==> src/rtl/dlr_pkg.sv <==
// ============================================================================
// DDA line rasterizer package
// Shared constants for the line rasterizer and its axis step unit.
// ============================================================================
package dlr_pkg;

    // Default coordinate width in bits (legal range 3 to 6).
    localparam int COORD_BITS_DEF = 6;

endpackage

==> src/rtl/dda_line_rasterizer.sv <==
// ============================================================================
// DDA line rasterizer
// Turns one line segment into its run of rounded grid points.
// ============================================================================
// Usage:
// The input channel (i_in_valid / o_in_ready) takes one segment item made of
// two endpoints. The output channel (o_out_valid / i_out_ready) returns one
// item per plotted point, from the start point to the end point, with
// o_last_point set on the final point. A segment gives steps + 1 points,
// where steps is the larger of the absolute x and y distances.
// Timing: after a segment is accepted, a setup state computes the step
// count, and the first point is offered in the cycle after that. Each
// further point follows in the cycle after the previous one is taken. The
// two per-axis error-term units are reused for every point, which sets the
// pace of one point per cycle while the receiver is ready.
// The block takes one segment at a time: o_in_ready is high only when idle.
// When the receiver stalls, the current point is held unchanged on the
// output ports until it is taken. Reset returns the block to idle with no
// point pending.
// ============================================================================
module dda_line_rasterizer #(
    parameter int COORD_BITS = dlr_pkg::COORD_BITS_DEF
) (
    input  logic                  i_clk,
    input  logic                  i_rst_n,
    input  logic                  i_in_valid,
    output logic                  o_in_ready,
    input  logic [COORD_BITS-1:0] i_start_x,
    input  logic [COORD_BITS-1:0] i_start_y,
    input  logic [COORD_BITS-1:0] i_end_x,
    input  logic [COORD_BITS-1:0] i_end_y,
    output logic                  o_out_valid,
    input  logic                  i_out_ready,
    output logic [COORD_BITS-1:0] o_pixel_x,
    output logic [COORD_BITS-1:0] o_pixel_y,
    output logic                  o_last_point
);

    typedef enum logic [1:0] {
        ST_IDLE,
        ST_SETUP,
        ST_RUN
    } t_state;

    t_state r_state, n_state;

    // Segment registers: start point, signed distances, step count and point index.
    logic [COORD_BITS-1:0]        r_org_x, n_org_x;
    logic [COORD_BITS-1:0]        r_org_y, n_org_y;
    logic signed [COORD_BITS:0]   r_dx, n_dx;
    logic signed [COORD_BITS:0]   r_dy, n_dy;
    logic [COORD_BITS-1:0]        r_steps, n_steps;
    logic [COORD_BITS-1:0]        r_idx, n_idx;

    // Per-axis current coordinate (quotient) and error term (remainder).
    logic [COORD_BITS-1:0]        r_qx, n_qx;
    logic [COORD_BITS-1:0]        r_qy, n_qy;
    logic [COORD_BITS:0]          r_rx, n_rx;
    logic [COORD_BITS:0]          r_ry, n_ry;

    logic [COORD_BITS-1:0]        qx_step, qy_step;
    logic [COORD_BITS:0]          rx_step, ry_step;
    logic [COORD_BITS:0]          abs_dx, abs_dy;
    logic                         is_last;

    dlr_axis_step #(.COORD_BITS(COORD_BITS)) u_step_x (
        .i_q      (r_qx),
        .i_r      (r_rx),
        .i_delta  (r_dx),
        .i_steps  (r_steps),
        .o_q_next (qx_step),
        .o_r_next (rx_step)
    );

    dlr_axis_step #(.COORD_BITS(COORD_BITS)) u_step_y (
        .i_q      (r_qy),
        .i_r      (r_ry),
        .i_delta  (r_dy),
        .i_steps  (r_steps),
        .o_q_next (qy_step),
        .o_r_next (ry_step)
    );

    assign abs_dx  = r_dx[COORD_BITS] ? -r_dx : r_dx;
    assign abs_dy  = r_dy[COORD_BITS] ? -r_dy : r_dy;
    assign is_last = (r_idx == r_steps);

    always_comb begin
        n_state = r_state;
        n_org_x = r_org_x;
        n_org_y = r_org_y;
        n_dx    = r_dx;
        n_dy    = r_dy;
        n_steps = r_steps;
        n_idx   = r_idx;
        n_qx    = r_qx;
        n_qy    = r_qy;
        n_rx    = r_rx;
        n_ry    = r_ry;
        unique case (r_state)
            ST_IDLE: begin
                if (i_in_valid) begin
                    n_org_x = i_start_x;
                    n_org_y = i_start_y;
                    n_dx    = signed'({1'b0, i_end_x}) - signed'({1'b0, i_start_x});
                    n_dy    = signed'({1'b0, i_end_y}) - signed'({1'b0, i_start_y});
                    n_state = ST_SETUP;
                end
            end
            ST_SETUP: begin
                // The step count is the larger distance; it always fits in
                // COORD_BITS bits. Starting the error term at steps gives
                // round-half-up on every point.
                if (abs_dx > abs_dy) begin
                    n_steps = abs_dx[COORD_BITS-1:0];
                    n_rx    = {1'b0, abs_dx[COORD_BITS-1:0]};
                    n_ry    = {1'b0, abs_dx[COORD_BITS-1:0]};
                end else begin
                    n_steps = abs_dy[COORD_BITS-1:0];
                    n_rx    = {1'b0, abs_dy[COORD_BITS-1:0]};
                    n_ry    = {1'b0, abs_dy[COORD_BITS-1:0]};
                end
                n_qx    = r_org_x;
                n_qy    = r_org_y;
                n_idx   = '0;
                n_state = ST_RUN;
            end
            ST_RUN: begin
                if (i_out_ready) begin
                    if (is_last) begin
                        n_state = ST_IDLE;
                    end else begin
                        n_qx  = qx_step;
                        n_rx  = rx_step;
                        n_qy  = qy_step;
                        n_ry  = ry_step;
                        n_idx = r_idx + 1'b1;
                    end
                end
            end
            default: begin
                n_state = ST_IDLE;
            end
        endcase
    end

    always_ff @(posedge i_clk) begin
        if (!i_rst_n) begin
            r_state <= ST_IDLE;
            r_org_x <= '0;
            r_org_y <= '0;
            r_dx    <= '0;
            r_dy    <= '0;
            r_steps <= '0;
            r_idx   <= '0;
            r_qx    <= '0;
            r_qy    <= '0;
            r_rx    <= '0;
            r_ry    <= '0;
        end else begin
            r_state <= n_state;
            r_org_x <= n_org_x;
            r_org_y <= n_org_y;
            r_dx    <= n_dx;
            r_dy    <= n_dy;
            r_steps <= n_steps;
            r_idx   <= n_idx;
            r_qx    <= n_qx;
            r_qy    <= n_qy;
            r_rx    <= n_rx;
            r_ry    <= n_ry;
        end
    end

    assign o_in_ready   = (r_state == ST_IDLE);
    assign o_out_valid  = (r_state == ST_RUN);
    assign o_pixel_x    = r_qx;
    assign o_pixel_y    = r_qy;
    assign o_last_point = is_last;

endmodule

==> src/rtl/dlr_axis_step.sv <==
// ============================================================================
// DDA axis step unit
// Advances one axis of the line by one point using an exact error term.
// ============================================================================
module dlr_axis_step #(
    parameter int COORD_BITS = dlr_pkg::COORD_BITS_DEF
) (
    input  logic [COORD_BITS-1:0]        i_q,
    input  logic [COORD_BITS:0]          i_r,
    input  logic signed [COORD_BITS:0]   i_delta,
    input  logic [COORD_BITS-1:0]        i_steps,
    output logic [COORD_BITS-1:0]        o_q_next,
    output logic [COORD_BITS:0]          o_r_next
);

    localparam int AW = COORD_BITS + 3;

    logic signed [AW-1:0] two_steps;
    logic signed [AW-1:0] delta2;
    logic signed [AW-1:0] sum;
    logic signed [AW-1:0] r_fix;

    // The remainder stays in [0, 2*steps). Since |delta| <= steps, one step
    // moves the coordinate by at most one in either direction.
    assign two_steps = signed'({2'b00, i_steps, 1'b0});
    assign delta2    = signed'({i_delta[COORD_BITS], i_delta, 1'b0});
    assign sum       = signed'({2'b00, i_r}) + delta2;

    always_comb begin
        if (sum >= two_steps) begin
            r_fix    = sum - two_steps;
            o_q_next = i_q + 1'b1;
        end else if (sum < 0) begin
            r_fix    = sum + two_steps;
            o_q_next = i_q - 1'b1;
        end else begin
            r_fix    = sum;
            o_q_next = i_q;
        end
    end

    assign o_r_next = r_fix[COORD_BITS:0];

endmodule

==> config.mk <==
export PLATFORM = sky130hd
export DESIGN_NAME = dda_line_rasterizer
export DESIGN_NICKNAME = d
export VERILOG_FILES = /design/src/rtl/dlr_pkg.sv /design/src/rtl/dda_line_rasterizer.sv /design/src/rtl/dlr_axis_step.sv
export SDC_FILE = /design/constraint.sdc
export NUM_CORES = 1
export LEC_CHECK = 0
export BUFFER_PORTS_ARGS = -buffer_cell sky130_fd_sc_hd__buf_2
export CORE_UTILIZATION = 31
export DETAILED_ROUTE_END_ITERATION = 6
export GPL_TIMING_DRIVEN = 0
export SYNTH_ARGS = -nofsm -noshare
export SYNTH_HDL_FRONTEND = slang
export SYNTH_HIERARCHICAL = 1
export SYNTH_SLANG_ARGS = --single-unit
==> constraint.sdc <==
create_clock -name i_clk -period 5.8 [get_ports i_clk]
set_input_delay 0.58 -clock i_clk [delete_from_list [all_inputs] [get_ports i_clk]]
set_output_delay 0.58 -clock i_clk [all_outputs]
set_load 0.03 [all_outputs]
==> flow_summary.toml <==
[setup_path]
cp-end-kind = "flip-flop"
required_ns = 6.05
reg2reg_depth = 11
cp-start-kind = "flip-flop"
path_class = "reg -> reg"
crit_path_max_fanout = 8
arrival_ns = 4.40

[grt]
grtUsageTotal = 0.168
top_usage_layer = "met2"
antenna_found_initial = 0
use_met1 = 0.235
grt-ovfl-total = 0
grt_pass1_vias = 4966
grt_pass1_wl_um = 25700
grt.met3_usage = 0.0277
use_met2 = 0.267
grt_max_degree = 12

[pwr]
p_switching_uw = 822
leakagePower_uw = 0.00282
p_per_area_nw_per_um2 = 308
seqPwrFrac = 0.273
clockPowerShare = 0.255
swShare = 0.408
combPwrFrac = 0.472
internal_power_uw = 1190
ir_drop_uv = 127

[detailed_routing]
post_drt_via_cell_ratio = 5.21
ant_nets = 0
drt-pass1-iter-count = 7
drc_errors = 4
drt_iter0_drc = 321
finalWirelength_um = 15800
vias = 5234
wire_per_inst_um = 15.7

[timing]
skew_ns = 0.00625
slew_viol_final = 0
fmax_ghz = 0.241
slew_headroom = 0.551
layout_min_cycle_time_ns = 4.16
worst_pin_slew_ns = 0.673
fin_crit_sh = 0.716
grt_setup_unrepaired = "false"
final.setup.worst_slack_ns = 1.64
setup_viol = 0
finalHoldViolCount = 0
fin_setup_tns_ns = 0

[synthesis]
synth_compound_gate_area_share = 0.257
synthMuxAreaShare = 0.0232
synth_most_common_cell = "nand2_1"
ys_seq_area_frac = 0.229
synth_top_area_share = 0.229
synth_top_family_by_area = "compound AO/OA/AOI/OAI gates"
ys_types = 71
syn_area_sq_um = 5770
synth-adder-area-share = 0.162
ys_top_cells_by_area = "dfxtp_1 (23%), ha_1 (13%), nand2_1 (6.3%), xnor2_1 (4.9%), inv_1 (3.9%)"
synthSimpleGateAreaFrac = 0.197
synth_xor_xnor_area_share = 0.0623
synth_edf_count = 0
async_reset_ff_frac = 0
synth.top_cells.by_count = "nand2_1 (97), dfxtp_1 (66), ha_1 (62)"
synth_largest_area_cell = "dfxtp_1"
syn-mean-instance-area_sq_um = 8.03
syn_inst = 718
ys_warn_count = 6
synthesis.nets = 816
synthFlopType = "dfxtp_1"
ys_ff_latch = 66

[clock_tree]
h-tree-depth = 3
ctsRootBufferMaster = "clkbuf_16"
postCtsHoldBufs = 0
clk_latency_ns = 0.34
cts-resized-gates = 0
clockBufferDepth = 2
cts.sinks = 66
postCtsSetupBuffers = 0
clk_pin_slew_ns = 0.05
cts_buffers = 9
cts_tree = "done"

[flow_run]
drv_cap = 0

[place]
post-place-ws_ns = 1.68
port_buffers = 41
gp_congestion = 0.880
dp_hpwl_um = 12700

[layout]
layout-drive-gt1-share = 0.125
fin_nets = 868
area_growth_syn_to_layout_pct = 13.4
antenna_cells = 0

[hold_path]
hold-path-cell-count = 2
hold_path_class = "reg -> reg"

[floorplanning]
ioPinCount = 43
die_h_um = 138
dieWidth_um = 138
die-area_sq_um = 19100
start_util = 0.319
fp-row-count = 49
core_area_sq_um = 18100

[run_status]
violations = "DRC"
outcome = "complete, but fails checks"
[flip-flops by register name, summed over array words and instances, names as in the netlist]
signal / count
r_dx: 7
r_dy: 7
r_rx: 7
r_ry: 7
o_pixel_x: 6
o_pixel_y: 6
r_idx: 6
r_org_x: 6
r_org_y: 6
r_steps: 6
r_state: 2
[cells in the final DEF (no fill, tap or decap), drive strengths merged, types with 16 or more instances in the layout]
cell    synthesis  final
a21oi          40     40
a31oi          16     16
buf             8     49
clkbuf         24     36
dfxtp          66     66
ha             62     62
inv            60     60
nand2          97     97
nor2           55     55
o21ai          44     44
xnor2          32     32
[worst paths after layout]
path / to / startpoint / slack [ns]
max reg2reg: o_pixel_x[5]$_SDFFE_PN0P_ / r_dx[0]$_SDFFE_PN0P_ / 1.64
min: r_org_x[3]$_SDFFE_PN0P_ / r_org_x[3]$_SDFFE_PN0P_ / 0.45
min reg2reg: r_org_x[3]$_SDFFE_PN0P_ / r_org_x[3]$_SDFFE_PN0P_ / 0.45
max: o_pixel_x[5]$_SDFFE_PN0P_ / r_dx[0]$_SDFFE_PN0P_ / 1.64
[critical path: stages, from the launching register on]
cell	delay (ns)
dfxtp_1	0.57
ha_1	0.29
fa_1	0.55
fa_1	0.51
a211oi_1	0.35
nor3_1	0.14
a2111oi_4	0.53
nor3_4	0.11
a41oi_1	0.51
xnor2_1	0.18
nand2_1	0.07
a311oi_1	0.25
[metal layers]
metal  vias up  routed length, um
li1       2656                  -
met2       107               6950
met4         0                227
met1      2454               7970
met5         -                  0
met3        17                650
[power groups by stage]
stage / Sequential, uW / Clock [uW] / Combinational (uW)
after global routing: 556 / 544 / 1050
after CTS: 549 / 520 / 946
after floorplan: 553 / 0 / 720
final: 549 / 513 / 950
after global placement: 558 / 0 / 941
after detailed placement: 559 / 0 / 940
[kinds of logic (layout without fill, tap and decap cells)]
family          Yosys count  after routing
compound gates          205            205
xor+xnor                 41             41
fa+ha+maj                70             70
buf+inv                  93            150
flops                    66             66
mux                      13             13
simple gates            230            230
[layout make-up]
type / count / area, sq um
inverter: 61 / 229
timing repair buffer: 41 / 205
clock buffer: 12 / 256
fill: 1899 / 11500
tap: 229 / 287
clock inverter: 4 / 26.3
multi-input combinational: 559 / 4050
sequential: 66 / 1320
buffer: 32 / 168
[through the flow]
stage / total power (uW) / hold slack, ns / cell area (sq um) / cells / utilization
final: 2010 / 0.455 / 6540 / 1004 / 0.362
after global routing: 2150 / 0.490 / 6540 / 1004 / 0.362
after CTS: 2020 / 0.458 / 6540 / 1004 / 0.362
after detailed placement: 1500 / 0.449 / 6260 / 988 / 0.346
after global placement: 1500 / 0.451 / 6260 / 988 / 0.346
after floorplan: 1270 / 0.437 / 5770 / 718 / -
(Power assumes the default switching activity.)
